## src/hw/rtl/ssar_pkg.sv

```systemverilog
// Package for the sample statistics reporter: types, constants, microcode ROM, digit helpers.
package ssar_pkg;

    // Statistic widths
    localparam int COUNT_BITS = 16;
    localparam int SAMPLE_BITS = 8;
    localparam int TOTAL_BITS = 24;
    // Only positive totals are divided, so the dividend has one bit less than the total
    localparam int DIV_BITS = TOTAL_BITS - 1;
    localparam int DIV_STEPS = DIV_BITS;
    localparam int ITER_BITS = $clog2(DIV_STEPS + 1);

    localparam logic [COUNT_BITS-1:0] COUNT_MAX = {COUNT_BITS{1'b1}};
    localparam logic signed [TOTAL_BITS-1:0] TOTAL_MAX = {1'b0, {(TOTAL_BITS-1){1'b1}}};
    localparam logic signed [TOTAL_BITS-1:0] TOTAL_MIN = {1'b1, {(TOTAL_BITS-1){1'b0}}};
    localparam logic signed [SAMPLE_BITS-1:0] SAMPLE_MAX = {1'b0, {(SAMPLE_BITS-1){1'b1}}};
    localparam logic signed [SAMPLE_BITS-1:0] SAMPLE_MIN = {1'b1, {(SAMPLE_BITS-1){1'b0}}};

    // ASCII codes
    localparam logic [7:0] CHAR_CR = 8'h0D;
    localparam logic [7:0] CHAR_LF = 8'h0A;
    localparam logic [7:0] CHAR_ZERO = 8'h30;
    localparam logic [7:0] CHAR_NINE = 8'h39;
    localparam logic [6:0] CLAMP_HI = 7'd99;
    localparam logic [3:0] RADIX = 4'd10;

    // Program store
    localparam int PROG_LEN = 16;
    localparam int PC_BITS = $clog2(PROG_LEN);
    typedef logic [PC_BITS-1:0] pc_t;

    localparam pc_t PC_START = PC_BITS'(0);
    localparam pc_t PC_DIV_INIT = PC_BITS'(1);
    localparam pc_t PC_DIV_STEP = PC_BITS'(2);

    typedef enum logic [1:0] {
        UOP_ACCEPT,
        UOP_DIV_INIT,
        UOP_DIV_STEP,
        UOP_EMIT
    } uop_t;

    typedef enum logic [1:0] {
        COND_NONE,
        COND_ALWAYS,
        COND_ITER_LEFT
    } cond_t;

    typedef enum logic [3:0] {
        BSEL_CR,
        BSEL_LF,
        BSEL_CUR_TENS,
        BSEL_CUR_ONES,
        BSEL_AVG_TENS,
        BSEL_AVG_ONES,
        BSEL_MAX_TENS,
        BSEL_MAX_ONES,
        BSEL_MIN_TENS,
        BSEL_MIN_ONES
    } byte_sel_t;

    typedef struct packed {
        uop_t      op;
        cond_t     cond;
        pc_t       target;
        byte_sel_t bsel;
        logic      last;
    } ucode_t;

    // Control bundle from sequencer to datapath
    typedef struct packed {
        uop_t      op;
        logic      fire;
        byte_sel_t bsel;
        logic      last;
    } ctl_t;

    // Status bundle from datapath to sequencer
    typedef struct packed {
        logic iter_last;
    } status_t;

    // Microcode: accept, set up divide, bit-serial divide loop, then 13 report words
    function automatic ucode_t ucode_rom(input pc_t addr);
        ucode_t w;
        w = '{op: UOP_EMIT, cond: COND_NONE, target: PC_START, bsel: BSEL_LF, last: 1'b0};
        unique case (addr)
            PC_BITS'(0):  w = '{UOP_ACCEPT, COND_NONE, PC_START, BSEL_CR, 1'b0};
            PC_BITS'(1):  w = '{UOP_DIV_INIT, COND_NONE, PC_START, BSEL_CR, 1'b0};
            PC_BITS'(2):  w = '{UOP_DIV_STEP, COND_ITER_LEFT, PC_DIV_STEP, BSEL_CR, 1'b0};
            PC_BITS'(3):  w.bsel = BSEL_CR;
            PC_BITS'(4):  w.bsel = BSEL_CUR_TENS;
            PC_BITS'(5):  w.bsel = BSEL_CUR_ONES;
            PC_BITS'(6):  w.bsel = BSEL_LF;
            PC_BITS'(7):  w.bsel = BSEL_AVG_TENS;
            PC_BITS'(8):  w.bsel = BSEL_AVG_ONES;
            PC_BITS'(9):  w.bsel = BSEL_LF;
            PC_BITS'(10): w.bsel = BSEL_MAX_TENS;
            PC_BITS'(11): w.bsel = BSEL_MAX_ONES;
            PC_BITS'(12): w.bsel = BSEL_LF;
            PC_BITS'(13): w.bsel = BSEL_MIN_TENS;
            PC_BITS'(14): w.bsel = BSEL_MIN_ONES;
            PC_BITS'(15): w = '{UOP_EMIT, COND_ALWAYS, PC_START, BSEL_LF, 1'b1};
            default:      w = '{UOP_ACCEPT, COND_ALWAYS, PC_START, BSEL_CR, 1'b0};
        endcase
        return w;
    endfunction

    // Clamp a signed sample-width value to 0..99
    function automatic logic [6:0] clamp99_s(input logic signed [SAMPLE_BITS-1:0] v);
        logic [6:0] r;
        if (v < 0) begin
            r = 7'd0;
        end else if (v > $signed({1'b0, CLAMP_HI})) begin
            r = CLAMP_HI;
        end else begin
            r = v[6:0];
        end
        return r;
    endfunction

    // Clamp an unsigned quotient to 0..99
    function automatic logic [6:0] clamp99_u(input logic [DIV_BITS-1:0] v);
        logic [6:0] r;
        if (v > DIV_BITS'(CLAMP_HI)) begin
            r = CLAMP_HI;
        end else begin
            r = v[6:0];
        end
        return r;
    endfunction

    // Tens digit by reciprocal multiply, exact for 0..99
    function automatic logic [3:0] tens_of(input logic [6:0] v);
        logic [14:0] p;
        p = 15'(v) * 15'd205;
        return p[14:11];
    endfunction

    function automatic logic [3:0] ones_of(input logic [6:0] v);
        logic [6:0] t;
        t = 7'(tens_of(v)) * 7'(RADIX);
        return 4'(v - t);
    endfunction

endpackage

```

## src/hw/rtl/ssar_sample_if.sv

```systemverilog
// Input channel interface: one temperature sample per word.
interface ssar_sample_if;
    logic                                      valid;
    logic                                      ready;
    logic signed [ssar_pkg::SAMPLE_BITS-1:0]   sample;

    modport source (output valid, output sample, input ready);
    modport sink   (input valid, input sample, output ready);
endinterface

```

## src/hw/rtl/ssar_report_if.sv

```systemverilog
// Output channel interface: one ASCII report byte per word.
interface ssar_report_if;
    logic       valid;
    logic       ready;
    logic [7:0] report_byte;
    logic       last_byte;

    modport source (output valid, output report_byte, output last_byte, input ready);
    modport sink   (input valid, input report_byte, input last_byte, output ready);
endinterface

```

## src/hw/rtl/sample_stats_ascii_reporter_unit.sv

```systemverilog
// Per sample: accept, divider set-up, 23 divide steps (one quotient bit per cycle in the
//   restoring divider) and 13 report words; the next sample is accepted only after the frame.
// The next sample is taken while the last word of a frame still waits in the output register.
// Reset: rst_n clears total and count, sets max to -128 and min to 127, empties the output.
// Top level: microcoded sequencer, datapath and the output register.
module sample_stats_ascii_reporter_unit (
    input  logic                 clk,
    input  logic                 rst_n,
    ssar_sample_if.sink          samples,
    ssar_report_if.source        report
);

    ssar_pkg::ctl_t    ctl;
    ssar_pkg::status_t status;
    logic [7:0]        byte_sel;
    logic              out_valid_reg;
    logic [7:0]        out_byte_reg;
    logic              out_last_reg;
    logic              out_free;

    assign out_free = !out_valid_reg || report.ready;

    ssar_seq u_seq (
        .clk      (clk),
        .rst_n    (rst_n),
        .in_valid (samples.valid),
        .out_free (out_free),
        .status   (status),
        .ctl      (ctl)
    );

    ssar_dp u_dp (
        .clk      (clk),
        .rst_n    (rst_n),
        .ctl      (ctl),
        .sample   (samples.sample),
        .status   (status),
        .byte_out (byte_sel)
    );

    assign samples.ready = (ctl.op == ssar_pkg::UOP_ACCEPT);

    wire emit = ctl.fire && (ctl.op == ssar_pkg::UOP_EMIT);

    // Output word register
    always_ff @(posedge clk or negedge rst_n)
    begin
        if (!rst_n) begin
            out_valid_reg <= 1'b0;
        end else if (emit) begin
            out_valid_reg <= 1'b1;
        end else if (report.ready) begin
            out_valid_reg <= 1'b0;
        end
    end

    always_ff @(posedge clk)
    begin
        if (emit) begin
            out_byte_reg <= byte_sel;
            out_last_reg <= ctl.last;
        end
    end

    assign report.valid       = out_valid_reg;
    assign report.report_byte = out_byte_reg;
    assign report.last_byte   = out_last_reg;

`ifndef SYNTH
    // An accepted sample always starts the divider set-up next
    a_accept_then_div: assert property (@(posedge clk) disable iff (!rst_n)
        (samples.valid && samples.ready) |=> (ctl.op == ssar_pkg::UOP_DIV_INIT))
        else $error("accepted sample not followed by divider set-up");

    // The frame's final word returns the sequencer to the accept step
    a_last_then_accept: assert property (@(posedge clk) disable iff (!rst_n)
        (emit && ctl.last) |=> (ctl.op == ssar_pkg::UOP_ACCEPT))
        else $error("sequencer did not return to accept after last word");

    // The last flag only rides on a line feed
    a_last_is_lf: assert property (@(posedge clk) disable iff (!rst_n)
        (out_valid_reg && out_last_reg) |-> (out_byte_reg == ssar_pkg::CHAR_LF))
        else $error("last word is not a line feed");

    // Every report word is CR, LF or a decimal digit
    a_byte_legal: assert property (@(posedge clk) disable iff (!rst_n)
        out_valid_reg |-> ((out_byte_reg == ssar_pkg::CHAR_CR) ||
                           (out_byte_reg == ssar_pkg::CHAR_LF) ||
                           ((out_byte_reg >= ssar_pkg::CHAR_ZERO) &&
                            (out_byte_reg <= ssar_pkg::CHAR_NINE))))
        else $error("report word outside the frame alphabet");
`endif

endmodule

```

## src/hw/rtl/ssar_seq.sv

```systemverilog
// Microcode sequencer: step counter, control ROM and conditional jumps.
module ssar_seq (
    input  logic                clk,
    input  logic                rst_n,
    input  logic                in_valid,
    input  logic                out_free,
    input  ssar_pkg::status_t   status,
    output ssar_pkg::ctl_t      ctl
);

    ssar_pkg::pc_t    pc_reg;
    ssar_pkg::pc_t    pc_next;
    ssar_pkg::ucode_t uword;
    logic             fire;

    assign uword = ssar_pkg::ucode_rom(pc_reg);

    // Step completes when its handshake side is ready
    always_comb
    begin
        unique case (uword.op)
            ssar_pkg::UOP_ACCEPT: fire = in_valid;
            ssar_pkg::UOP_EMIT:   fire = out_free;
            default:              fire = 1'b1;
        endcase
    end

    // Next step
    always_comb
    begin
        if (!fire) begin
            pc_next = pc_reg;
        end else begin
            unique case (uword.cond)
                ssar_pkg::COND_ALWAYS:    pc_next = uword.target;
                ssar_pkg::COND_ITER_LEFT: pc_next = status.iter_last ?
                                                    ssar_pkg::PC_BITS'(pc_reg + 1'b1) :
                                                    uword.target;
                default:                  pc_next = ssar_pkg::PC_BITS'(pc_reg + 1'b1);
            endcase
        end
    end

    always_ff @(posedge clk or negedge rst_n)
    begin
        if (!rst_n) begin
            pc_reg <= ssar_pkg::PC_START;
        end else begin
            pc_reg <= pc_next;
        end
    end

    assign ctl.op   = uword.op;
    assign ctl.fire = fire;
    assign ctl.bsel = uword.bsel;
    assign ctl.last = uword.last;

endmodule

```

## src/hw/rtl/ssar_dp.sv

```systemverilog
// Datapath: running statistics, bit-serial divider and report byte select.
module ssar_dp (
    input  logic                                    clk,
    input  logic                                    rst_n,
    input  ssar_pkg::ctl_t                          ctl,
    input  logic signed [ssar_pkg::SAMPLE_BITS-1:0] sample,
    output ssar_pkg::status_t                       status,
    output logic [7:0]                              byte_out
);

    localparam int CB = ssar_pkg::COUNT_BITS;
    localparam int DB = ssar_pkg::DIV_BITS;
    localparam int TB = ssar_pkg::TOTAL_BITS;

    logic signed [ssar_pkg::SAMPLE_BITS-1:0] sample_reg;
    logic signed [ssar_pkg::SAMPLE_BITS-1:0] max_reg;
    logic signed [ssar_pkg::SAMPLE_BITS-1:0] min_reg;
    logic signed [TB-1:0]                    total_reg;
    logic signed [TB-1:0]                    total_next;
    logic [CB-1:0]                           count_reg;
    logic [DB-1:0]                           quo_reg;
    logic [CB-1:0]                           rem_reg;
    logic [ssar_pkg::ITER_BITS-1:0]          iter_reg;

    logic signed [TB:0] sum;
    logic [CB:0]        shifted;
    logic [CB:0]        trial;
    logic               take;

    logic [6:0] cur_v;
    logic [6:0] avg_v;
    logic [6:0] max_v;
    logic [6:0] min_v;

    wire accept = ctl.fire && (ctl.op == ssar_pkg::UOP_ACCEPT);

    // Saturating add of the sample into the total
    always_comb
    begin
        sum = $signed({total_reg[TB-1], total_reg}) + (TB+1)'(sample);
        if (sum[TB] != sum[TB-1]) begin
            total_next = sum[TB] ? ssar_pkg::TOTAL_MIN : ssar_pkg::TOTAL_MAX;
        end else begin
            total_next = sum[TB-1:0];
        end
    end

    // Statistics state
    always_ff @(posedge clk or negedge rst_n)
    begin
        if (!rst_n) begin
            total_reg <= '0;
            count_reg <= '0;
            max_reg   <= ssar_pkg::SAMPLE_MIN;
            min_reg   <= ssar_pkg::SAMPLE_MAX;
        end else if (accept) begin
            if (count_reg != ssar_pkg::COUNT_MAX) begin
                total_reg <= total_next;
                count_reg <= count_reg + 1'b1;
            end
            if (sample > max_reg) begin
                max_reg <= sample;
            end
            if (sample < min_reg) begin
                min_reg <= sample;
            end
        end
    end

    always_ff @(posedge clk)
    begin
        if (accept) begin
            sample_reg <= sample;
        end
    end

    // Restoring divide step, one quotient bit per cycle
    assign shifted = {rem_reg, quo_reg[DB-1]};
    assign trial   = shifted - {1'b0, count_reg};
    assign take    = (shifted >= {1'b0, count_reg});

    always_ff @(posedge clk or negedge rst_n)
    begin
        if (!rst_n) begin
            iter_reg <= '0;
        end else if (ctl.fire && (ctl.op == ssar_pkg::UOP_DIV_INIT)) begin
            iter_reg <= ssar_pkg::ITER_BITS'(ssar_pkg::DIV_STEPS);
        end else if (ctl.fire && (ctl.op == ssar_pkg::UOP_DIV_STEP)) begin
            iter_reg <= iter_reg - 1'b1;
        end
    end

    always_ff @(posedge clk)
    begin
        if (ctl.fire && (ctl.op == ssar_pkg::UOP_DIV_INIT)) begin
            // A total at or below zero averages to zero or less, which clamps to zero
            quo_reg <= (total_reg > 0) ? total_reg[DB-1:0] : '0;
            rem_reg <= '0;
        end else if (ctl.fire && (ctl.op == ssar_pkg::UOP_DIV_STEP)) begin
            quo_reg <= {quo_reg[DB-2:0], take};
            rem_reg <= take ? trial[CB-1:0] : shifted[CB-1:0];
        end
    end

    assign status.iter_last = (iter_reg == ssar_pkg::ITER_BITS'(1));

    // Report byte select
    assign cur_v = ssar_pkg::clamp99_s(sample_reg);
    assign avg_v = ssar_pkg::clamp99_u(quo_reg);
    assign max_v = ssar_pkg::clamp99_s(max_reg);
    assign min_v = ssar_pkg::clamp99_s(min_reg);

    always_comb
    begin
        unique case (ctl.bsel)
            ssar_pkg::BSEL_CR:       byte_out = ssar_pkg::CHAR_CR;
            ssar_pkg::BSEL_LF:       byte_out = ssar_pkg::CHAR_LF;
            ssar_pkg::BSEL_CUR_TENS: byte_out = ssar_pkg::CHAR_ZERO + 8'(ssar_pkg::tens_of(cur_v));
            ssar_pkg::BSEL_CUR_ONES: byte_out = ssar_pkg::CHAR_ZERO + 8'(ssar_pkg::ones_of(cur_v));
            ssar_pkg::BSEL_AVG_TENS: byte_out = ssar_pkg::CHAR_ZERO + 8'(ssar_pkg::tens_of(avg_v));
            ssar_pkg::BSEL_AVG_ONES: byte_out = ssar_pkg::CHAR_ZERO + 8'(ssar_pkg::ones_of(avg_v));
            ssar_pkg::BSEL_MAX_TENS: byte_out = ssar_pkg::CHAR_ZERO + 8'(ssar_pkg::tens_of(max_v));
            ssar_pkg::BSEL_MAX_ONES: byte_out = ssar_pkg::CHAR_ZERO + 8'(ssar_pkg::ones_of(max_v));
            ssar_pkg::BSEL_MIN_TENS: byte_out = ssar_pkg::CHAR_ZERO + 8'(ssar_pkg::tens_of(min_v));
            ssar_pkg::BSEL_MIN_ONES: byte_out = ssar_pkg::CHAR_ZERO + 8'(ssar_pkg::ones_of(min_v));
            default:                 byte_out = ssar_pkg::CHAR_LF;
        endcase
    end

endmodule
```

## src/flat_wrapper.sv

```systemverilog
// flat-port wrapper written by rule: the top's interface ports become plain ports
module sample_stats_ascii_reporter_unit_flat 
  (clk, rst_n, samples_valid, samples_sample, samples_ready, report_valid, report_report_byte, report_last_byte, report_ready);
  ssar_sample_if samples_i ();
  ssar_report_if report_i ();
  input  logic clk;
  input  logic rst_n;
  input wire logic [$bits(samples_i.valid)-1:0] samples_valid;
  input wire logic [$bits(samples_i.sample)-1:0] samples_sample;
  output wire logic [$bits(samples_i.ready)-1:0] samples_ready;
  output wire logic [$bits(report_i.valid)-1:0] report_valid;
  output wire logic [$bits(report_i.report_byte)-1:0] report_report_byte;
  output wire logic [$bits(report_i.last_byte)-1:0] report_last_byte;
  input wire logic [$bits(report_i.ready)-1:0] report_ready;
  assign samples_i.valid = samples_valid;
  assign samples_i.sample = samples_sample;
  assign samples_ready = samples_i.ready;
  assign report_valid = report_i.valid;
  assign report_report_byte = report_i.report_byte;
  assign report_last_byte = report_i.last_byte;
  assign report_i.ready = report_ready;
  sample_stats_ascii_reporter_unit u_core (.clk(clk), .rst_n(rst_n), .samples(samples_i), .report(report_i));
endmodule
```

## config.mk

```make
export PLATFORM = sky130hd
export DESIGN_NAME = sample_stats_ascii_reporter_unit_flat
export DESIGN_NICKNAME = d
export VERILOG_FILES = /design/src/hw/rtl/ssar_pkg.sv /design/src/hw/rtl/ssar_sample_if.sv /design/src/hw/rtl/ssar_report_if.sv /design/src/hw/rtl/sample_stats_ascii_reporter_unit.sv /design/src/hw/rtl/ssar_seq.sv /design/src/hw/rtl/ssar_dp.sv /design/src/flat_wrapper.sv
export SDC_FILE = /design/constraint.sdc
export NUM_CORES = 1
export LEC_CHECK = 0
export BUFFER_PORTS_ARGS = -buffer_cell sky130_fd_sc_hd__buf_2
export CORE_MARGIN = 2
export CORE_UTILIZATION = 60
export CTS_CLUSTER_SIZE = 25
export DETAILED_ROUTE_END_ITERATION = 6
export GPL_ROUTABILITY_DRIVEN = 0
export PLACE_DENSITY = 0.73
export SYNTH_ARGS = -nofsm -noshare
export SYNTH_HDL_FRONTEND = slang
export SYNTH_SLANG_ARGS = --single-unit
```

## constraint.sdc

```tcl
create_clock -name clk -period 8.15 [get_ports clk]
set_input_delay 1.2225 -clock clk [delete_from_list [all_inputs] [get_ports clk]]
set_output_delay 1.2225 -clock clk [all_outputs]
set_load 0.05 [all_outputs]
```

After elaboration in Yosys (flattened, before gate mapping)
Cells that the tools add are included.
- memories: 0
- memory bits (read-only): 0
- bits in latches: 0
- memory bits (writable): 0
- flip-flop bits (word level): 122
- logic and storage cells: 119
- reductions and logical operators: 16
- multiplexer cells: 24
- multiply operators: 8
- shift-type cells: 0
- equality and inequality tests: 31
- bitwise operators: 0
- div/mod/pow operators: 0
- $lt $le $gt $ge: 11
- add/sub/neg operators: 17
- operators by type and width (kind ; count):
    $mux W23 ; 3
    $pmux W7 S9 ; 1
    $mul A7 B8 Y15 const B ; 4
    $add A6 B4 Y7 const A ; 8
    $mux W7 ; 7
    $mux W24 ; 2
    $eq A4 B4 Y1 const B ; 10
    $pmux W4 S10 ; 1
    $eq A4 B3 Y1 const B ; 8
    $pmux W8 S4 ; 1
    $add A24 B8 Y25 ; 1
    $gt A24 B1 Y1 const B ; 1
    $gt A8 B8 Y1 const B ; 3
    $lt A8 B1 Y1 const B ; 3
    $gt A23 B7 Y1 const B ; 1
    $ge A17 B16 Y1 ; 1
    $add A16 B1 Y16 const B ; 1
    $eq A4 B2 Y1 const B ; 4
    $mul A4 B3 Y3 const B ; 4
    $mux W16 ; 1
    $ne A16 B16 Y1 const B ; 1
    $sub A16 B16 Y16 ; 1
    $sub A4 B4 Y4 ; 4
    $mux W5 ; 2
    other kinds (21) ; 34

Logic depth before layout (Yosys ltp)
Gate-level depths: netlist (run 1).
- word-level depth: 8
- depth in mapped cells: 27
- gate-level depth less buffers: 27

By module
A second synthesis (run 1) with hierarchy kept.
- cells, all modules: 1257
- area, all modules: 12031.5 um^2
- by module, submodules not included (module ; area each (um^2) ; cells each ; instances):
    ssar_dp ; 11227.0 ; 1184 ; 1
    ssar_seq ; 474.2 ; 59 ; 1
    sample_stats_ascii_reporter_unit ; 330.3 ; 14 ; 1

Least setup slack after synthesis (run 1)
No wires, ideal clock.
- kind: register to register
- start point: reg u_core.u_dp.quo_reg[21]
- end point: reg u_core.out_byte_reg[3] (netlist: u_core.report.report_byte[3]) (data pin)
- arrival: 5.699 ns
- data required time: 7.878 ns
- cell stages (with the launch flop): 24
- buffers on the path: 1
- slack: 2.180 ns
- clock period less this slack: 5.970 ns
- cell sequence: edfxtp_1 or4_4 nor3b_1 clkbuf_1 and2_1 ha_1 ha_1 fa_1 inv_1 fa_1 inv_1 ha_1 a21o_1 a21oi_1 nor3_1 xnor2_1 inv_1 ha_1 fa_1 xnor2_1 xnor2_1 xnor2_1 o22ai_1 or4b_1
- cells in the longest elaborated chain, start to end: 7
- elaborated cells on any way between the ends: 8
- those cells by class: 3 x add/sub; 2 x mul; 1 x order compare; 2 x mux
- RTL lines (element ; line ; source):
    start: declaration ; ssar_dp.sv:21 ; logic [DB-1:0] quo_reg;
    start signal: assignment ; ssar_dp.sv:97 ; quo_reg <= (total_reg > 0) ? total_reg[DB-1:0] : '0;
    start signal: assignment ; ssar_dp.sv:100 ; quo_reg <= {quo_reg[DB-2:0], take};
    $gt A23 B7 Y1 (*) ; ssar_pkg.sv:125 ; if (v > DIV_BITS'(CLAMP_HI)) begin
    $mux W7 (*) ; ssar_pkg.sv:125 ;
    $mul A7 B8 Y15 ; ssar_pkg.sv:136 ; p = 15'(v) * 15'd205;
    $mul A4 B3 Y3 ; ssar_pkg.sv:142 ; t = 7'(tens_of(v)) * 7'(RADIX);
    $sub A4 B4 Y4 ; ssar_pkg.sv:143 ; return 4'(v - t);
    $add A6 B4 Y7 ; ssar_dp.sv:121 ; ssar_pkg::BSEL_AVG_ONES: byte_out = ssar_pkg::CHAR_ZERO + 8'(ssar_pkg::ones_of(avg_v));
    $pmux W7 S9 (*) ; ssar_dp.sv:115 ; unique case (ctl.bsel)
    net u_core.byte_sel[3] ; sample_stats_ascii_reporter_unit.sv:15 ; logic [7:0] byte_sel;
    end signal: assignment ; sample_stats_ascii_reporter_unit.sv:60 ; out_byte_reg <= byte_sel;
    end: declaration ; sample_stats_ascii_reporter_unit.sv:17 ; logic [7:0] out_byte_reg;
Mark *: on every way through the listed nets, which the timed path passes. The rest lies on a longest branch.
A chain may end at the register's enable or synchronous reset.

Worst setup path after layout (run 1)
- start point: reg u_core.u_dp.quo_reg[4]
- end point: reg u_core.out_byte_reg[3] (netlist: u_core.report.report_byte[3]) (data pin)
- cells in the longest elaborated chain, start to end: 7
- elaborated cells on any way between the ends: 8
- those cells by class: 3 x add/sub; 2 x mul; 1 x order compare; 2 x mux
- RTL lines (element ; line):
    $gt A23 B7 Y1 ; ssar_pkg.sv:125
    $mux W7 (*) ; ssar_pkg.sv:125
    $mul A7 B8 Y15 ; ssar_pkg.sv:136
    $mul A4 B3 Y3 ; ssar_pkg.sv:142
    $sub A4 B4 Y4 ; ssar_pkg.sv:143
    $add A6 B4 Y7 ; ssar_dp.sv:121
    $pmux W7 S9 (*) ; ssar_dp.sv:115
    net u_core.byte_sel[3] ; sample_stats_ascii_reporter_unit.sv:15
Marks and branches as above.

==> implementation parameters, run 1 <==
Parameter                              Value

Outcome
  Status    finished clean

Timing
  Number of pins exceeding their max-slew limit in the final report    0
  Time the final worst path needs with I/O delays and setup    7010 ps
  Unrepaired setup endpoints after global routing    false
  Post-route clock period utilization    a little under nine tenths
  Worst max-slew margin expressed relative to the limit    a little under a quarter
  Highest attainable clock frequency    143 MHz
  Transition time at the pin with the least slew margin    approximately 1100 ps
  Finish-stage setup viols    0
  Setup TNS Final    0 ps
  Clock skew after layout    6.41 ps
  Final worst slack    about 1100 ps
  Final Hold Vio Count    0

Synth
  Cell count after synthesis    between 1000 and 1500
  Dominant combinational cell family by area after synthesis    adder cells
  Most frequent cell after synthesis    sky130_fd_sc_hd__ha_1
  Portion of synthesized cell area occupied by the leading cell type    around 22%
  Fraction of registers with async set or reset after synthesis    between 50% and 60%
  Top cells by area in the synthesized netlist    sky130_fd_sc_hd__ha_1 (22%), sky130_fd_sc_hd__dfrtp_1 (12%), sky130_fd_sc_hd__edfxtp_1 (9.5%)
  Average cell area after synthesis    approximately 9.2 um^2
  Number of enable-type register cells in the synthesized netlist    37
  Largest area contributor in the netlist    sky130_fd_sc_hd__ha_1
  Sequential element share of the synthesized area    26.4%
  Xor and xnor area share after synthesis    around 5.5%
  Synthesis-stage register bit count    119
  Dominant synthesized flop cell    sky130_fd_sc_hd__dfrtp_1
  Synthesis warning total    0
  Mux share of post-synthesis cell area    around 1.6%
  Simple-gate share of the synthesized area    around 15%
  Adder and majority cell fraction of the synthesized area    about 29%
  Syn Std Cell Area    ~12000 um^2
  Leading post-synthesis cells by instance count    sky130_fd_sc_hd__ha_1 (207), sky130_fd_sc_hd__inv_1 (143), sky130_fd_sc_hd__nor2_1 (93)
  Fraction of the mapped netlist area in compound gates    about 17%
  Netlist cell types    slightly above 90

Clock tree
  Root buf cell    sky130_fd_sc_hd__clkbuf_16
  H-tree level count    4
  Clock buffer depth    2
  # hold bufs at CTS    0
  Clock sink total    approximately 120
  Number of buffers inserted during clock tree synthesis    17
  Clock tree from TritonCTS    done
  Number of setup buffers added after CTS    0
  Clock slew at reported path FFs    ~60 ps
  CTS-repair resized insts    0
  Clock latency of the later-clocked register in the worst-skew pair    between 400 and 500 ps

Routing
  Via count    between 9000 and 10000
  Sum of routed wire length over all layers    approximately 26000 um
  Number of routed nets with antenna violations    0
  DRC Markers    0
  TritonRoute pass-1 iters    5
  Routed len/inst    16.3 um
  Mean number of vias per cell    about 5.8
  Number of DRC violations after detailed-routing iteration 0    555

Min path
  Hold Crit Start    u_core.u_dp.rem_reg[15]$_SDFFE_PP0P_
  Hold Path Class    flop to flop

Placed design
  Dpl hpwl    around 20000 um
  Count of input and output buffers    20
  Placed Area    12100 um^2
  Pre-CTS worst setup slack    around 1200 ps

Global route
  First-pass GRT wire length    about 44000 um
  Tot GR Track Use    26.5%
  Vias in the first global route    ~9100
  Pin count of the biggest net entering global routing    67
  Number of antenna violations at the first check in global routing    0
  Global route total overflow    0

Floorplan
  Starting Density    60.6%
  Die outline height    144 um
  Die X-Extent    around 140 um
  Die footprint    between 20000 and 25000 um^2
  # rows    51
  Count of boundary I/O pins    23
  Placeable core area    slightly below 20000 um^2

Layout
  Post-Layout Inst Area    approximately 13000 um^2
  Proportion of layout cells with a drive suffix above 1    8.28%
  Max reg flops    24
  Filler Cell Count    between 1500 and 2000
  Growth of design area from synthesis to finish    7.64%
  Final net count    roughly 1500
  N_diodes    0

Worst setup path
  Critical path peak fanout    12
  Start point of the critical path    u_core.u_dp.quo_reg[4]$_DFFE_PP_
  Crit. End Element    flop
  WS Path Type    flop to flop
  Slack of the worst reg-to-reg path    1140 ps
  Launch point of the worst reg-to-reg path    u_core.u_dp.quo_reg[4]$_DFFE_PP_
  Critical Path Source Type    flop
  Endpoint of the most critical register-to-register path    u_core.report.report_byte[3]$_DFFE_PP_
  Worst r2r path cells    23
  Arrival time worst endpoint    a little over 7000 ps
  Required @ worst endpoint    8310 ps
  Capture point of the critical path    u_core.report.report_byte[3]$_DFFE_PP_

Job
  Max-Cap Viols    0
## per-layer routing
layer | vias to the layer above | wire, um | track usage [%]
met5 | - | 0 | 0
met2 | 151 | 12700 | 46.1
met1 | 4355 | 11500 | 33.4
met3 | 50 | 776 | 4.53
li1 | 4593 | - | -
met4 | 0 | 614 | 9.08
## critical path: stages, from the launching register on
cell and delay (ps):
sky130_fd_sc_hd__edfxtp_1 490, sky130_fd_sc_hd__o311ai_1 360, sky130_fd_sc_hd__and3_1 240, sky130_fd_sc_hd__nor3b_1 900, sky130_fd_sc_hd__nand2b_1 250, sky130_fd_sc_hd__ha_1 360
sky130_fd_sc_hd__inv_1 60, sky130_fd_sc_hd__fa_1 450, sky130_fd_sc_hd__fa_1 480, sky130_fd_sc_hd__ha_1 310, sky130_fd_sc_hd__ha_1 300, sky130_fd_sc_hd__a21oi_1 210
sky130_fd_sc_hd__o211ai_1 110, sky130_fd_sc_hd__a21oi_1 180, sky130_fd_sc_hd__nor3_1 90, sky130_fd_sc_hd__xnor2_1 270, sky130_fd_sc_hd__inv_1 80, sky130_fd_sc_hd__ha_1 200
sky130_fd_sc_hd__fa_1 370, sky130_fd_sc_hd__xnor2_1 190, sky130_fd_sc_hd__xnor2_1 170, sky130_fd_sc_hd__xnor2_1 140, sky130_fd_sc_hd__o22ai_1 80, sky130_fd_sc_hd__or4b_1 470
## cells by family (layout without fill, tap and decap cells)
family | Yosys count | in the layout
fa+ha+maj | 248 | 248
xor+xnor | 71 | 71
mux | 17 | 17
other cells | 1 | 2
buf+inv | 177 | 204
compound gates | 298 | 298
flops | 119 | 119
simple gates | 346 | 346
## worst min path at each step
stage,end,slack (ps),cells past startpoint
2_1_floorplan,u_core.u_dp.rem_reg[15]$_SDFFE_PP0P_,430,2
3_3_place_gp,u_core.u_dp.rem_reg[15]$_SDFFE_PP0P_,440,2
3_5_place_dp,u_core.u_dp.rem_reg[15]$_SDFFE_PP0P_,460,2
4_1_cts,u_core.u_dp.rem_reg[15]$_SDFFE_PP0P_,470,2
5_1_grt,u_core.u_dp.rem_reg[15]$_SDFFE_PP0P_,500,2
6_report,u_core.u_dp.rem_reg[15]$_SDFFE_PP0P_,470,2
## cell type report
class,instances,area (um^2),area share [%]
clock buffer,22,474,3.76
clock inverter,10,67.6,0.535
inverter,145,544,4.31
multi-input combinational,982,7960,63.0
sequential,119,3090,24.5
tap,265,332,2.63
timing repair buffer,27,153,1.21
## metrics by stage
stage / hold WS [ps] / util [%] / std cells
6_report: 470 / 65.3 / 1570
5_1_grt: 502 / 65.3 / 1570
4_1_cts: 473 / 65.3 / 1570
3_5_place_dp: 465 / 62.5 / 1538
3_3_place_gp: 441 / 62.5 / 1538
2_1_floorplan: 431 / - / 1278
## cells in the final DEF (no fill, tap or decap), types with 24 or more instances in the layout
| cell | Yosys | final |
|---|---|---|
| sky130_fd_sc_hd__o21ai_0 | 59 | 59 |
| sky130_fd_sc_hd__dfrtp_1 | 58 | 58 |
| sky130_fd_sc_hd__nor2_1 | 93 | 93 |
| sky130_fd_sc_hd__a21oi_1 | 69 | 69 |
| sky130_fd_sc_hd__fa_1 | 38 | 38 |
| sky130_fd_sc_hd__xnor2_1 | 52 | 52 |
| sky130_fd_sc_hd__nand2_1 | 91 | 91 |
| sky130_fd_sc_hd__inv_1 | 143 | 143 |
| sky130_fd_sc_hd__ha_1 | 207 | 207 |
| sky130_fd_sc_hd__nor3_1 | 24 | 24 |
| sky130_fd_sc_hd__a21o_1 | 25 | 25 |
| sky130_fd_sc_hd__edfxtp_1 | 37 | 37 |
Power of run 1 is left out: the tool's default activity adds up to more than one toggle a clock period on the data nets, which glitch-free logic cannot reach.
==> inputs of run 2 (changes only) <==
--- a/config.mk
+++ b/config.mk
@@ -11,7 +11,7 @@
 export CTS_CLUSTER_SIZE = 25
 export DETAILED_ROUTE_END_ITERATION = 6
 export GPL_ROUTABILITY_DRIVEN = 0
-export PLACE_DENSITY = 0.73
+export PLACE_DENSITY_LB_ADDON = 0.05
 export SYNTH_ARGS = -nofsm -noshare
 export SYNTH_HDL_FRONTEND = slang
 export SYNTH_SLANG_ARGS = --single-unit
==> implementation parameters, run 2 (synthesis gave the netlist of run 1 again) <==
Parameter                              Value

Clock tree
  Root buf cell    sky130_fd_sc_hd__clkbuf_16
  Number of buffers inserted during clock tree synthesis    17
  CTS-repair resized insts    0
  Clock sink total    119
  Clock tree from TritonCTS    done
  Clock buffer depth    2
  Number of setup buffers added after CTS    0
  H-tree level count    4
  # hold bufs at CTS    0
  Clock latency of the later-clocked register in the worst-skew pair    420 ps
  Clock slew at reported path FFs    60 ps

Routing
  Routed len/inst    16.6 um
  Number of routed nets with antenna violations    0
  Sum of routed wire length over all layers    between 20000 and 30000 um
  Via count    9145
  TritonRoute pass-1 iters    5
  Mean number of vias per cell    around 5.8
  Number of DRC violations after detailed-routing iteration 0    just over 400
  DRC Markers    0

Worst setup path
  Arrival time worst endpoint    about 7000 ps
  Launch point of the worst reg-to-reg path    u_core.u_dp.quo_reg[4]$_DFFE_PP_
  CP Cell Sequence    o311ai_1, and3_1, nor3b_1, nand2b_1, ha_1, inv_1, fa_1, fa_1, ha_1, ha_1, o21ai_0, a21oi_1, inv_1, nor3_1, xnor2_1, inv_1, ha_1, fa_1, xnor2_1, xnor2_1, xnor2_1, o22ai_1, or4b_1
  Buf/Inv on CP    3
  Critical Path Max Stage Delay    770 ps
  Critical path peak fanout    12
  Start point of the critical path    u_core.u_dp.quo_reg[4]$_DFFE_PP_
  Worst r2r path cells    23
  Crit path max-delay family    adder cells
  WP depth    23
  Required @ worst endpoint    8310 ps
  Crit. End Element    flop
  Slowest-stage cell, CP    sky130_fd_sc_hd__nor3b_1
  WS Path Type    flop to flop
  Slack of the worst reg-to-reg path    between 1000 and 1500 ps
  Capture point of the critical path    u_core.report.report_byte[3]$_DFFE_PP_
  Endpoint of the most critical register-to-register path    u_core.report.report_byte[3]$_DFFE_PP_
  Critical Path Source Type    flop

Min path
  Hold Path Class    flop to flop

Global route
  Tot GR Track Use    about a quarter
  Vias in the first global route    ~9000
  First-pass GRT wire length    approximately 44000 um
  Pin count of the biggest net entering global routing    67
  Number of antenna violations at the first check in global routing    0
  Global route total overflow    0

Layout
  Proportion of layout cells with a drive suffix above 1    8.35%
  Growth of design area from synthesis to finish    8.40%
  Most common library cell in the layout ignoring fill and taps    sky130_fd_sc_hd__ha_1
  N_diodes    0
  Max reg flops    24
  Final non-filler cell total    around 1600
  Commonest cells after routing, fill and taps aside    sky130_fd_sc_hd__ha_1 (207), sky130_fd_sc_hd__inv_1 (143), sky130_fd_sc_hd__nor2_1 (93), sky130_fd_sc_hd__nand2_1 (91), sky130_fd_sc_hd__a21oi_1 (69)
  Final net count    1550

Floorplan
  Die footprint    about 21000 um^2
  Count of boundary I/O pins    23
  Starting Density    between 60% and 70%
  Die outline height    approximately 140 um
  Die X-Extent    144 um
  # rows    between 50 and 60
  Placeable core area    just under 20000 um^2

Placed design
  Count of input and output buffers    20
  Dpl hpwl    between 20000 and 25000 um
  Post-placement cell count    around 1500

Timing
  Finish-stage setup viols    0
  Transition time at the pin with the least slew margin    around 1100 ps
  Post-route clock period utilization    83.9%
  Setup TNS Final    0 ps
  Final Hold Vio Count    0
  Clock skew after layout    12.1 ps
  Number of pins exceeding their max-slew limit in the final report    0
  Unrepaired setup endpoints after global routing    false
  Worst max-slew margin expressed relative to the limit    24.2%
  Time the final worst path needs with I/O delays and setup    about 6800 ps
  Highest attainable clock frequency    around 150 MHz

Job
  Max-Cap Viols    0

Outcome
  Status    finished clean
[run 2: layout make-up]
type,count,area (um^2)
Tap cell,265,332
Sequential cell,119,3090
Clock inverter,13,169
Timing Repair Buffer,28,160
Multi-Input combinational cell,982,7960
Inverter,145,544
Fill cell,1652,6630
Clock buffer,19,454
[run 2: through the flow]
stage | instance area [um^2] | worst slack, ps | hold slack (ps) | util (%)
2_1_floorplan | 11700 | 2180 | 431 | -
3_3_place_gp | 12100 | 1410 | 439 | 62.5
3_5_place_dp | 12100 | 1330 | 453 | 62.5
4_1_cts | 12700 | 1310 | 471 | 65.7
5_1_grt | 12700 | 679 | 485 | 65.7
6_report | 12700 | 1320 | 466 | 65.7
[run 2: worst min path at each step]
stage / from / to / slack [ps] / depth (start not counted)
4_1_cts: u_core.u_dp.rem_reg[15]$_SDFFE_PP0P_ / u_core.u_dp.rem_reg[15]$_SDFFE_PP0P_ / 470 / 2
5_1_grt: u_core.u_dp.rem_reg[15]$_SDFFE_PP0P_ / u_core.u_dp.rem_reg[15]$_SDFFE_PP0P_ / 490 / 2
3_3_place_gp: u_core.u_dp.rem_reg[15]$_SDFFE_PP0P_ / u_core.u_dp.rem_reg[15]$_SDFFE_PP0P_ / 440 / 2
2_1_floorplan: u_core.u_dp.rem_reg[15]$_SDFFE_PP0P_ / u_core.u_dp.rem_reg[15]$_SDFFE_PP0P_ / 430 / 2
3_5_place_dp: u_core.u_dp.rem_reg[15]$_SDFFE_PP0P_ / u_core.u_dp.rem_reg[15]$_SDFFE_PP0P_ / 450 / 2
6_report: u_core.u_dp.rem_reg[15]$_SDFFE_PP0P_ / u_core.u_dp.rem_reg[15]$_SDFFE_PP0P_ / 470 / 2
[run 2: routing by layer]
metal  vias to the layer above  GRT usage, %  wire [um]
met5                         -             0          0
li1                       4578             -          -
met2                       110          49.3      13600
met3                        38          3.87        502
met1                      4419          32.2      11500
met4                         0          8.05        526
[run 2: worst reg2reg max path, cell delays in order (launching register included)]
cell	delay [ps]
sky130_fd_sc_hd__edfxtp_1	500
sky130_fd_sc_hd__o311ai_1	330
sky130_fd_sc_hd__and3_1	240
sky130_fd_sc_hd__nor3b_1	770
sky130_fd_sc_hd__nand2b_1	240
sky130_fd_sc_hd__ha_1	340
sky130_fd_sc_hd__inv_1	60
sky130_fd_sc_hd__fa_1	440
sky130_fd_sc_hd__fa_1	470
sky130_fd_sc_hd__ha_1	310
sky130_fd_sc_hd__ha_1	290
sky130_fd_sc_hd__o21ai_0	80
sky130_fd_sc_hd__a21oi_1	230
sky130_fd_sc_hd__inv_1	70
sky130_fd_sc_hd__nor3_1	290
sky130_fd_sc_hd__xnor2_1	240
sky130_fd_sc_hd__inv_1	90
sky130_fd_sc_hd__ha_1	200
sky130_fd_sc_hd__fa_1	370
sky130_fd_sc_hd__xnor2_1	200
sky130_fd_sc_hd__xnor2_1	150
sky130_fd_sc_hd__xnor2_1	130
sky130_fd_sc_hd__o22ai_1	70
sky130_fd_sc_hd__or4b_1	470
Power of run 2 is left out for the same reason.
==> inputs of run 3 (changes only) <==
--- a/config.mk
+++ b/config.mk
@@ -7,7 +7,7 @@
 export LEC_CHECK = 0
 export BUFFER_PORTS_ARGS = -buffer_cell sky130_fd_sc_hd__buf_2
 export CORE_MARGIN = 2
-export CORE_UTILIZATION = 60
+export CORE_UTILIZATION = 59
 export CTS_CLUSTER_SIZE = 25
 export DETAILED_ROUTE_END_ITERATION = 6
 export GPL_ROUTABILITY_DRIVEN = 0
==> constraint.sdc (replaced) <==
create_clock -name clk -period 6.1 [get_ports clk]
set_input_delay 0.915 -clock clk [delete_from_list [all_inputs] [get_ports clk]]
set_output_delay 0.915 -clock clk [all_outputs]
set_load 0.05 [all_outputs]
==> implementation parameters, run 3 (synthesis gave the netlist of run 1 again) <==
Parameter                              Value

Timing
  Time the final worst path needs with I/O delays and setup    5960 ps
  Clock skew after layout    around 11 ps
  Highest attainable clock frequency    between 150 and 200 MHz
  Finish-stage setup viols    0
  Final worst slack    approximately 140 ps
  Post-route clock period utilization    97.7%
  Final Hold Vio Count    0
  Number of pins exceeding their max-slew limit in the final report    0
  Worst max-slew margin expressed relative to the limit    24.9%
  Minimum hold slack    approximately 470 ps
  Transition time at the pin with the least slew margin    ~1100 ps

Layout
  Final net count    approximately 1600
  Proportion of layout cells with a drive suffix above 1    between 10% and 20%
  Most common library cell in the layout ignoring fill and taps    sky130_fd_sc_hd__ha_1
  Growth of design area from synthesis to finish    12.7%
  Final non-filler cell total    approximately 1600
  N_diodes    0
  Fraction of the core area covered by cells at the end of the flow    67.9%
  Commonest cells after routing, fill and taps aside    sky130_fd_sc_hd__ha_1 (204), sky130_fd_sc_hd__inv_1 (141), sky130_fd_sc_hd__nor2_1 (90), sky130_fd_sc_hd__nand2_1 (89), sky130_fd_sc_hd__a21oi_1 (63)
  Max reg flops    24

Floorplan
  Starting Density    roughly three fifths
  Die outline height    ~140 um
  Die X-Extent    145 um
  # rows    a little over 50
  Count of boundary I/O pins    23
  Placeable core area    ~20000 um^2
  Die footprint    21000 um^2

Placed design
  Dpl hpwl    slightly above 20000 um
  Post-placement cell count    about 1600
  Pre-CTS worst setup slack    ~1.4 ps
  Count of input and output buffers    20

Job
  Max-Cap Viols    0

Worst setup path
  Critical Path Source Type    flop
  Crit. End Element    flop
  Arrival time worst endpoint    around 6100 ps
  Required @ worst endpoint    about 6300 ps
  Slack of the worst reg-to-reg path    140 ps
  Critical path peak fanout    6
  WS Path Type    flop to flop

Clock tree
  Clock slew at reported path FFs    60 ps
  Number of buffers inserted during clock tree synthesis    17
  # hold bufs at CTS    0
  Root buf cell    sky130_fd_sc_hd__clkbuf_16
  Clock latency of the later-clocked register in the worst-skew pair    430 ps
  H-tree level count    4
  Clock sink total    119
  Clock tree from TritonCTS    done
  Clock buffer depth    2

Outcome
  Status    finished clean

Global route
  Number of antenna violations at the first check in global routing    0
  Vias in the first global route    between 9000 and 10000
  Tot GR Track Use    between 20% and 30%
  Global route total overflow    0
  First-pass GRT wire length    45100 um
  Pin count of the biggest net entering global routing    67

Min path
  Hold Path Class    flop to flop

Routing
  Number of routed nets with antenna violations    0
  DRC Markers    0
  Routed len/inst    between 15 and 20 um
  Via count    around 9300
  Sum of routed wire length over all layers    around 27000 um
  Number of DRC violations after detailed-routing iteration 0    between 400 and 500
  TritonRoute pass-1 iters    5
  Mean number of vias per cell    about 5.8
run 3: worst max-delay path, stage by stage, from the launching register on:
cell                       delay (ps)
sky130_fd_sc_hd__edfxtp_1         380
sky130_fd_sc_hd__or4_4            580
sky130_fd_sc_hd__nor3b_4          250
sky130_fd_sc_hd__buf_6            160
sky130_fd_sc_hd__and2_4           150
sky130_fd_sc_hd__ha_1             250
sky130_fd_sc_hd__ha_4             220
sky130_fd_sc_hd__fa_1             500
sky130_fd_sc_hd__inv_1             50
sky130_fd_sc_hd__fa_1             490
sky130_fd_sc_hd__inv_1             50
sky130_fd_sc_hd__ha_1             270
sky130_fd_sc_hd__a21o_1           190
sky130_fd_sc_hd__a21oi_2          160
sky130_fd_sc_hd__nor3_2            70
sky130_fd_sc_hd__xnor2_1          210
sky130_fd_sc_hd__inv_1             70
sky130_fd_sc_hd__ha_1             200
sky130_fd_sc_hd__fa_2             350
sky130_fd_sc_hd__xnor2_2          140
sky130_fd_sc_hd__xnor2_1          200
sky130_fd_sc_hd__xnor2_1          140
sky130_fd_sc_hd__o22ai_1           80
sky130_fd_sc_hd__or4b_1           520
run 3: layout make-up:
cell class / instances / area [um^2]
clock buffers: 24 / 493
clock inverters: 8 / 119
fillers: 1585 / 6250
inverters: 145 / 544
multi-input cells: 982 / 8180
flip-flops and latches: 119 / 3090
well taps: 265 / 332
repair buffers: 66 / 453
run 3: per-layer routing:
layer  up-vias  wire (um)  global-route usage [%]
met4         0        578                    8.66
met3        42        523                    3.58
met2       108      13600                    46.6
li1       4654          -                       -
met1      4532      11900                    32.7
met5         -          0                       0
run 3: final timing paths:
path                                                      start  cells after the start                                      to
max                           u_core.u_dp.quo_reg[17]$_DFFE_PP_                     23  u_core.report.report_byte[3]$_DFFE_PP_
max reg2reg                   u_core.u_dp.quo_reg[17]$_DFFE_PP_                     23  u_core.report.report_byte[3]$_DFFE_PP_
min                        u_core.u_dp.rem_reg[15]$_SDFFE_PP0P_                      2    u_core.u_dp.rem_reg[15]$_SDFFE_PP0P_
max in group asynchronous                                 rst_n                      2    u_core.u_dp.total_reg[1]$_DFFE_PN0P_
min reg2reg                u_core.u_dp.rem_reg[15]$_SDFFE_PP0P_                      2    u_core.u_dp.rem_reg[15]$_SDFFE_PP0P_
min in group asynchronous                                 rst_n                      2      u_core.u_seq.pc_reg[1]$_DFFE_PN0N_
run 3: through the flow:
stage	setup TNS, ps	cell area [um^2]
after floorplan	0	11700
after global placement	0	12300
after detailed placement	0	12300
after CTS	0	12900
after global routing	-84.4	13200
final	0	13200
run 3: what timing repair did:
item | in CTS | in global routing
setup endpoints to repair | 1 | 2
cloned | 0 | 1
setup buffers | 1 | 10
pin swaps | 1 | 25
gates resized for setup | 2 | 48
Power of run 3 is left out for the same reason.
